`config.mk`:
```
export PLATFORM = sky130hd
export DESIGN_NAME = morse_run_length_decoder
export DESIGN_NICKNAME = d
export VERILOG_FILES = /design/src/rtl/mrld_pkg.sv /design/src/rtl/mrld_code_rom.sv /design/src/rtl/morse_run_length_decoder.sv
export VERILOG_INCLUDE_DIRS = /design/src /design/src/rtl
export SDC_FILE = /design/constraint.sdc
export NUM_CORES = 1
export LEC_CHECK = 0
export BUFFER_PORTS_ARGS = -buffer_cell sky130_fd_sc_hd__buf_2
export CORE_MARGIN = 3
export CORE_UTILIZATION = 42
export CTS_CLUSTER_SIZE = 10
export DETAILED_ROUTE_END_ITERATION = 12
export MAX_ROUTING_LAYER = met4
export PLACE_DENSITY = 0.58
export SLEW_MARGIN = 20
export SYNTH_ARGS = -nofsm -noshare
export SYNTH_HDL_FRONTEND = slang
export SYNTH_SLANG_ARGS = --single-unit
export TNS_END_PERCENT = 1
```
`constraint.sdc`:
```
create_clock -name clk -period 3.75 [get_ports clk]
set_clock_uncertainty 0.15 [all_clocks]
set_input_delay 0.75 -clock clk [delete_from_list [all_inputs] [get_ports clk]]
set_output_delay 0.75 -clock clk [all_outputs]
set_load 0.01 [all_outputs]
```
`src/rtl/morse_run_length_decoder_macros.svh`:
```
// Assertion macros for the Morse run-length decoder.
// Each macro expects clk and rst_n in scope at the point of use.
`ifndef MORSE_RUN_LENGTH_DECODER_MACROS_SVH
`define MORSE_RUN_LENGTH_DECODER_MACROS_SVH

// Same-cycle implication, checked outside reset.
`define MRLD_ASSERT_IMPLY(label, ante, cons, msg) \
    label: assert property (@(posedge clk) disable iff (!rst_n) (ante) |-> (cons)) \
        else $error(msg);

// Next-cycle implication, checked outside reset.
`define MRLD_ASSERT_NEXT(label, ante, cons, msg) \
    label: assert property (@(posedge clk) disable iff (!rst_n) (ante) |=> (cons)) \
        else $error(msg);

`endif

```
`src/rtl/mrld_pkg.sv`:
```
// Shared constants and types of the Morse run-length decoder.
// No dependencies; used by mrld_code_rom and morse_run_length_decoder.
`default_nettype none

package mrld_pkg;

    localparam int COUNT_BITS   = 10;
    localparam int MAX_ELEMENTS = 5;

    localparam int SAMPLE_W = 12;
    localparam int LEN_W    = 10;
    localparam int CFG_W    = 12;
    localparam int CHAR_W   = 7;
    localparam int ELEM_W   = MAX_ELEMENTS;
    localparam int CNT_W    = $clog2(MAX_ELEMENTS + 2);
    localparam int CMP_W    = (COUNT_BITS > LEN_W) ? COUNT_BITS : LEN_W;

    localparam logic [COUNT_BITS-1:0] RUN_MAX  = {COUNT_BITS{1'b1}};
    localparam logic [CNT_W-1:0]      TOO_LONG = CNT_W'(MAX_ELEMENTS + 1);
    localparam logic [CNT_W-1:0]      CNT_FULL = CNT_W'(MAX_ELEMENTS);

    localparam logic [CHAR_W-1:0] ASCII_SPACE = 7'h20;

    // Configuration register indexes
    localparam logic [1:0] REG_ON_THRESHOLD    = 2'd0;
    localparam logic [1:0] REG_DOT_LENGTH      = 2'd1;
    localparam logic [1:0] REG_DASH_LENGTH     = 2'd2;
    localparam logic [1:0] REG_WORD_GAP_LENGTH = 2'd3;

    typedef struct packed {
        logic              hit;
        logic [CHAR_W-1:0] character;
    } lookup_t;

endpackage

`default_nettype wire

```
`src/rtl/mrld_code_rom.sv`:
```
// Code table: maps a collected Morse code (element i in bit i, 1 = dash)
// to its ASCII letter or digit. Depends on mrld_pkg.
`default_nettype none

module mrld_code_rom
    import mrld_pkg::*;
(
    input  wire logic [CNT_W-1:0]  code_count,
    input  wire logic [ELEM_W-1:0] code_elements,
    output lookup_t                result
);

    logic [CHAR_W-1:0] ch;

    always_comb
    begin
        ch = '0;
        case (code_count)
            CNT_W'(1):
            begin
                case (code_elements)
                    ELEM_W'(5'b00000): ch = 7'h45; // E
                    ELEM_W'(5'b00001): ch = 7'h54; // T
                    default:           ch = '0;
                endcase
            end
            CNT_W'(2):
            begin
                case (code_elements)
                    ELEM_W'(5'b00010): ch = 7'h41; // A
                    ELEM_W'(5'b00000): ch = 7'h49; // I
                    ELEM_W'(5'b00011): ch = 7'h4D; // M
                    ELEM_W'(5'b00001): ch = 7'h4E; // N
                    default:           ch = '0;
                endcase
            end
            CNT_W'(3):
            begin
                case (code_elements)
                    ELEM_W'(5'b00001): ch = 7'h44; // D
                    ELEM_W'(5'b00011): ch = 7'h47; // G
                    ELEM_W'(5'b00101): ch = 7'h4B; // K
                    ELEM_W'(5'b00111): ch = 7'h4F; // O
                    ELEM_W'(5'b00010): ch = 7'h52; // R
                    ELEM_W'(5'b00000): ch = 7'h53; // S
                    ELEM_W'(5'b00100): ch = 7'h55; // U
                    ELEM_W'(5'b00110): ch = 7'h57; // W
                    default:           ch = '0;
                endcase
            end
            CNT_W'(4):
            begin
                case (code_elements)
                    ELEM_W'(5'b00001): ch = 7'h42; // B
                    ELEM_W'(5'b00101): ch = 7'h43; // C
                    ELEM_W'(5'b00100): ch = 7'h46; // F
                    ELEM_W'(5'b00000): ch = 7'h48; // H
                    ELEM_W'(5'b01110): ch = 7'h4A; // J
                    ELEM_W'(5'b00010): ch = 7'h4C; // L
                    ELEM_W'(5'b00110): ch = 7'h50; // P
                    ELEM_W'(5'b01011): ch = 7'h51; // Q
                    ELEM_W'(5'b01000): ch = 7'h56; // V
                    ELEM_W'(5'b01001): ch = 7'h58; // X
                    ELEM_W'(5'b01101): ch = 7'h59; // Y
                    ELEM_W'(5'b00011): ch = 7'h5A; // Z
                    default:           ch = '0;
                endcase
            end
            CNT_W'(5):
            begin
                case (code_elements)
                    ELEM_W'(5'b11111): ch = 7'h30;
                    ELEM_W'(5'b11110): ch = 7'h31;
                    ELEM_W'(5'b11100): ch = 7'h32;
                    ELEM_W'(5'b11000): ch = 7'h33;
                    ELEM_W'(5'b10000): ch = 7'h34;
                    ELEM_W'(5'b00000): ch = 7'h35;
                    ELEM_W'(5'b00001): ch = 7'h36;
                    ELEM_W'(5'b00011): ch = 7'h37;
                    ELEM_W'(5'b00111): ch = 7'h38;
                    ELEM_W'(5'b01111): ch = 7'h39;
                    default:           ch = '0;
                endcase
            end
            default: ch = '0;
        endcase
    end

    assign result.hit       = (ch != '0);
    assign result.character = ch;

endmodule

`default_nettype wire

```
`src/rtl/morse_run_length_decoder.sv`:
```
// Morse run-length decoder: one sample item per clock in, one ASCII character
// item out per recognised letter or word gap. An accepted sample lands in an
// input register and is decoded against the run counters and the code table once
// the output register is free or being read; a character then lands in the
// output register, which drives character_valid.
// The block takes one sample every cycle; the only stall comes from a character
// held in the output register while the consumer is not ready.
// Depends on mrld_pkg, mrld_code_rom and morse_run_length_decoder_macros.svh.
`default_nettype none

`include "morse_run_length_decoder_macros.svh"

module morse_run_length_decoder
    import mrld_pkg::*;
(
    input  wire logic                clk,
    input  wire logic                rst_n,
    input  wire logic                cfg_we,
    input  wire logic [1:0]          cfg_index,
    input  wire logic [CFG_W-1:0]    cfg_data,
    input  wire logic                sample_valid,
    output      logic                sample_ready,
    input  wire logic [SAMPLE_W-1:0] sample,
    output      logic                character_valid,
    input  wire logic                character_ready,
    output      logic [CHAR_W-1:0]   character
);

    logic [SAMPLE_W-1:0]   on_threshold_reg;
    logic [LEN_W-1:0]      dot_length_reg;
    logic [LEN_W-1:0]      dash_length_reg;
    logic [LEN_W-1:0]      word_gap_length_reg;

    logic                  s1_valid_reg, s1_valid_next;
    logic [SAMPLE_W-1:0]   sample_reg;

    logic [COUNT_BITS-1:0] on_run_reg, on_run_next;
    logic [COUNT_BITS-1:0] off_run_reg, off_run_next;
    logic [ELEM_W-1:0]     code_elements_reg, code_elements_next;
    logic [CNT_W-1:0]      code_count_reg, code_count_next;
    logic                  dot_in_run_reg, dot_in_run_next;

    logic                  out_valid_reg, out_valid_next;
    logic [CHAR_W-1:0]     char_reg, char_next;

    logic                  accept;
    logic                  fire;
    logic                  is_on;
    logic                  emit;
    logic [COUNT_BITS-1:0] on_inc;
    logic [COUNT_BITS-1:0] off_inc;
    logic                  on_dash_hit, on_dot_hit, off_letter_hit, off_word_hit;
    logic [CNT_W-1:0]      app_count;
    logic [ELEM_W-1:0]     app_elem_dash;
    logic [ELEM_W-1:0]     mark_elem;
    lookup_t               lookup;

    mrld_code_rom u_code_rom (
        .code_count    (code_count_reg),
        .code_elements (code_elements_reg),
        .result        (lookup)
    );

    assign fire         = s1_valid_reg && (!out_valid_reg || character_ready);
    assign sample_ready = !s1_valid_reg || fire;
    assign accept       = sample_valid && sample_ready;

    assign is_on   = (sample_reg > on_threshold_reg);
    assign on_inc  = on_run_reg + COUNT_BITS'(1);
    assign off_inc = off_run_reg + COUNT_BITS'(1);

    // A length fires only when the counter steps onto it; zero never matches
    assign on_dash_hit    = (dash_length_reg != '0)
                         && (CMP_W'(on_inc) == CMP_W'(dash_length_reg));
    assign on_dot_hit     = (dot_length_reg != '0)
                         && (CMP_W'(on_inc) == CMP_W'(dot_length_reg));
    assign off_letter_hit = (dash_length_reg != '0)
                         && (CMP_W'(off_inc) == CMP_W'(dash_length_reg));
    assign off_word_hit   = (word_gap_length_reg != '0)
                         && (CMP_W'(off_inc) == CMP_W'(word_gap_length_reg));

    // Append one element, or mark the code too long when full
    always_comb
    begin
        app_count     = TOO_LONG;
        app_elem_dash = code_elements_reg;
        if (code_count_reg < CNT_FULL)
        begin
            app_count = code_count_reg + CNT_W'(1);
            for (int i = 0; i < ELEM_W; i++)
            begin
                if (code_count_reg == CNT_W'(i))
                begin
                    app_elem_dash[i] = 1'b1;
                end
            end
        end
    end

    // Turn the last recorded dot into a dash
    always_comb
    begin
        mark_elem = code_elements_reg;
        if ((code_count_reg != '0) && (code_count_reg <= CNT_FULL))
        begin
            for (int i = 0; i < ELEM_W; i++)
            begin
                if (code_count_reg == CNT_W'(i + 1))
                begin
                    mark_elem[i] = 1'b1;
                end
            end
        end
    end

    always_comb
    begin
        on_run_next        = on_run_reg;
        off_run_next       = off_run_reg;
        code_elements_next = code_elements_reg;
        code_count_next    = code_count_reg;
        dot_in_run_next    = dot_in_run_reg;
        emit               = 1'b0;
        char_next          = char_reg;

        if (is_on)
        begin
            off_run_next = '0;
            if (on_run_reg != RUN_MAX)
            begin
                on_run_next = on_inc;
                if (on_dash_hit)
                begin
                    if (dot_in_run_reg)
                    begin
                        code_elements_next = mark_elem;
                        dot_in_run_next    = 1'b0;
                    end
                    else
                    begin
                        code_elements_next = app_elem_dash;
                        code_count_next    = app_count;
                    end
                end
                else if (on_dot_hit)
                begin
                    code_count_next = app_count;
                    dot_in_run_next = 1'b1;
                end
            end
        end
        else
        begin
            on_run_next     = '0;
            dot_in_run_next = 1'b0;
            if (off_run_reg != RUN_MAX)
            begin
                off_run_next = off_inc;
                if (off_letter_hit)
                begin
                    code_elements_next = '0;
                    code_count_next    = '0;
                    emit               = lookup.hit;
                    char_next          = lookup.character;
                end
                else if (off_word_hit)
                begin
                    emit      = 1'b1;
                    char_next = ASCII_SPACE;
                end
            end
        end
    end

    assign s1_valid_next  = accept ? 1'b1 : (fire ? 1'b0 : s1_valid_reg);
    assign out_valid_next = fire ? emit : (out_valid_reg && !character_ready);

    always_ff @(posedge clk or negedge rst_n)
    begin
        if (!rst_n)
        begin
            on_threshold_reg    <= SAMPLE_W'(2048);
            dot_length_reg      <= LEN_W'(3);
            dash_length_reg     <= LEN_W'(9);
            word_gap_length_reg <= LEN_W'(21);
        end
        else if (cfg_we)
        begin
            case (cfg_index)
                REG_ON_THRESHOLD:    on_threshold_reg    <= cfg_data[SAMPLE_W-1:0];
                REG_DOT_LENGTH:      dot_length_reg      <= cfg_data[LEN_W-1:0];
                REG_DASH_LENGTH:     dash_length_reg     <= cfg_data[LEN_W-1:0];
                REG_WORD_GAP_LENGTH: word_gap_length_reg <= cfg_data[LEN_W-1:0];
                default:             ;
            endcase
        end
    end

    always_ff @(posedge clk or negedge rst_n)
    begin
        if (!rst_n)
        begin
            s1_valid_reg      <= 1'b0;
            out_valid_reg     <= 1'b0;
            on_run_reg        <= '0;
            off_run_reg       <= '0;
            code_elements_reg <= '0;
            code_count_reg    <= '0;
            dot_in_run_reg    <= 1'b0;
        end
        else
        begin
            s1_valid_reg  <= s1_valid_next;
            out_valid_reg <= out_valid_next;
            if (fire)
            begin
                on_run_reg        <= on_run_next;
                off_run_reg       <= off_run_next;
                code_elements_reg <= code_elements_next;
                code_count_reg    <= code_count_next;
                dot_in_run_reg    <= dot_in_run_next;
            end
        end
    end

    // Payload registers: hold while stalled
    always_ff @(posedge clk)
    begin
        if (accept)
        begin
            sample_reg <= sample;
        end
        if (fire && emit)
        begin
            char_reg <= char_next;
        end
    end

    assign character_valid = out_valid_reg;
    assign character       = char_reg;

    `MRLD_ASSERT_IMPLY(a_count_range, 1'b1, code_count_reg <= TOO_LONG, "code count out of range")
    `MRLD_ASSERT_IMPLY(a_runs_exclusive, on_run_reg != '0, off_run_reg == '0, "both runs active")
    `MRLD_ASSERT_IMPLY(a_dot_in_on_run, dot_in_run_reg, on_run_reg != '0, "dot flag outside ON run")
    `MRLD_ASSERT_NEXT(a_no_emit_on_on, fire && is_on, out_valid_reg == 1'b0, "character on ON item")

endmodule

`default_nettype wire
```
==> results.toml <==
[outcome]
status = "finished, final reports clean"

[logic_synthesis]
syn-num-nets = 681
synthDistinctLibCells = 84
syn_area_um2 = 6070
yosys_warnings = 0
yosysSeqAreaShare_pct = 39.7
synthFlopType = "sky130_fd_sc_hd__dfrtp_1"
syn-instance-count = 624
async_reset_ff_share_pct = 79.3
postSynthAreaPerCell_um2 = 9.72
synth_edf_count = 19
postSynthRegisterBits = 92

[drt]
route.detailed.wl_per_inst_um = 17.7
wirelength_mm = 14.7
drtPass1Iterations = 5
drt_first_iter_violations = 452
ant_nets = 0
drc_errors = 0
via_count = 4861
vias_per_cell = 5.84

[layout]
final_cell_area_um2 = 6720
commonest_non_fill_non_tap_cells_in_the_layout = "sky130_fd_sc_hd__dfrtp_1, sky130_fd_sc_hd__nand2_1, sky130_fd_sc_hd__o21ai_0"
post_route_cells_drive_above_1_share_pct = 19.0
fillers = 1314
multi_input_area_um2 = 3410
area.sequential_um2 = 2410
layout-area-overhead-vs-synth_pct = 10.7
antenna_cells = 0
final_net_count = 704
final_common_cell = "sky130_fd_sc_hd__dfrtp_1"

[power_and_ir_drop]
irDropWorstVdd_mv = 0.282
power.leakage_nw = 2.75
power_density_nw_per_um2 = 517
p_total_mw = 3.47

[floorplanning]
core_area_um2 = 14000
io_pins = 40
row_count = 43
design.die.area_um2 = 15900
initial_core_util_pct = 43.4
die_w_um = 126
chipHeight_um = 126

[grt]
grt.met1_usage_pct = 26.4
antenna_found_initial = 0
busiest_layer = "met2"
global_route.usage.total_pct = 19.4
globalRouteMet3Util_pct = 3.18
grt_pass1_wl_mm = 24.2
grt_overflow = 0
first_global_vias = 4579
maximum_number_of_pins_on_one_net_before_global_route_repair = 74
use_met2_pct = 29.8

[clock_network]
numCtsBuffers = 9
cts_buffer_depth = 2
clkLatencyLatePin_ns = 0.34
clock_tree.root_cell = "sky130_fd_sc_hd__clkbuf_16"
number_of_h_tree_branching_levels = 3
cts.sink_count = 92
cts_post_setup_buffers_inserted = 0
cts_tree = "built"
clk_pin_slew_ns = 0.06

[place]
detailedPlacementHpwl_mm = 10.6
place.gp.congestion = 0.939
post-place-ws_ns = 0.278
placement.io_buffers = 39
dpl-instance-area_um2 = 6420

[timing]
worst_slew_margin_rel_pct = 36.2
setup_viol_count_final = 0
tns_setup_ns = 0
finalWorstSetupSlack_ns = 0.322
timing.hold.ws_ns = 0.363
hold_violations = 0
grt_setup_unrepaired = "no"
timing_worst_slew_pin_value_ns = 0.957
number_of_max_slew_violations_in_the_final_report = 0
final.period_utilization_pct = 91.4
min_period_ns = 3.43
fmax_mhz = 292

[critical_path]
reg2reg_to = "character[6]$_SDFFCE_PP0P_"
critPathKind = "reg -> reg"
crit_end = "character[6]$_SDFFCE_PP0P_"
timing.critical_path.from = "off_run_reg[0]$_DFFE_PN0P_"
end_kind = "flip-flop"
crit_path_max_fanout = 10
reg2reg_setup_slack_ns = 0.32
worstPathArrival_ns = 3.33
timing.critical_path.from_type = "flip-flop"
reg2reg_depth = 10
timing.rr.start = "off_run_reg[0]$_DFFE_PN0P_"
required_ns = 3.65

[hold_path]
hold_class = "reg -> reg"

[flow_run]
maxCapViolations = 0
-- synthesized netlist by cell type (all sizes together) (18+ instances only) --
library cell	n	area share [%]
xor2	18	2.6
dfrtp	65	27
inv	25	1.5
o21ai	47	3.9
mux2	34	6.4
edfxtp	19	9.4
a21oi	34	2.8
ha	26	5.4
nand2	50	3.1
nand3	20	1.9
nor2	35	2.2
xnor2	21	3.0
clkbuf	31	1.9
-- per-stage QoR --
step,std cells,utilization (%)
after global routing,832,48.0
after CTS,832,48.0
after floorplan,624,-
after detailed placement,816,45.9
after global placement,816,45.9
final,832,48.0
-- power by group --
group          internal, mW  switching, mW  total [mW]  leakage [nW]
sequential             1.17          0.226        1.40          1.09
clock                 0.516          0.385       0.901         0.132
combinational         0.547          0.628        1.17          1.53
total                  2.23           1.24        3.47          2.75
-- worst max-delay path: stages, from the launching register on --
cell and delay (ns):
sky130_fd_sc_hd__dfrtp_1 0.48, sky130_fd_sc_hd__ha_1 0.32, sky130_fd_sc_hd__and3_1 0.40, sky130_fd_sc_hd__and4_1 0.32
sky130_fd_sc_hd__mux2i_1 0.20, sky130_fd_sc_hd__nor4bb_1 0.29, sky130_fd_sc_hd__buf_4 0.17, sky130_fd_sc_hd__nand2_1 0.16
sky130_fd_sc_hd__mux2_1 0.38, sky130_fd_sc_hd__nor2_1 0.10, sky130_fd_sc_hd__buf_4 0.17
-- repair_timing --
| item | CTS | global route |
|---|---|---|
| setup endpoints to repair | 0 | 1 |
| hold buffers | 0 | 0 |
| gates resized for setup | 0 | 1 |
-- worst min-delay path by stage --
| stage | depth (start not counted) | slack, ns | from | endpoint |
|---|---|---|---|---|
| 6_report | 2 | 0.36 | on_threshold_reg[11]$_DFFE_PN1P_ | on_threshold_reg[11]$_DFFE_PN1P_ |
| 5_1_grt | 2 | 0.40 | on_threshold_reg[11]$_DFFE_PN1P_ | on_threshold_reg[11]$_DFFE_PN1P_ |
| 4_1_cts | 2 | 0.37 | on_threshold_reg[11]$_DFFE_PN1P_ | on_threshold_reg[11]$_DFFE_PN1P_ |
| 3_5_place_dp | 2 | 0.35 | on_threshold_reg[11]$_DFFE_PN1P_ | on_threshold_reg[11]$_DFFE_PN1P_ |
| 3_3_place_gp | 2 | 0.34 | on_threshold_reg[11]$_DFFE_PN1P_ | on_threshold_reg[11]$_DFFE_PN1P_ |
| 2_1_floorplan | 0 | 0.30 | rst_n | character_valid$_DFF_PN0_ |
-- logic make-up (layout without fill, tap and decap cells) --
group / Yosys count / in the layout / share of synthesized area (%)
buffers and inverters: 64 / 92 / 4.29
multiplexers: 44 / 44 / 8.43
AND/OR/NAND/NOR: 199 / 199 / 17.9
adder cells (fa/ha/maj): 26 / 26 / 5.36
XOR/XNOR: 43 / 43 / 7.15
AO/OA/AOI/OAI: 156 / 156 / 17.2
flip-flops: 92 / 92 / 39.7
-- area by class of cell --
class	instances	area share [%]
Multi-Input combinational cell	468	50.7
Sequential cell	92	35.8
Timing Repair Buffer	51	4.28
Clock buffer	10	3.41
Tap cell	180	3.35
Inverter	25	1.40
Clock inverter	6	0.969
-- routing by layer --
layer,wire [um],vias up
li1,-,2346
met1,6810,2369
met2,7020,126
met3,635,20
met4,265,0
met5,0,-
No activity file was read; power rests on OpenSTA's default activity.
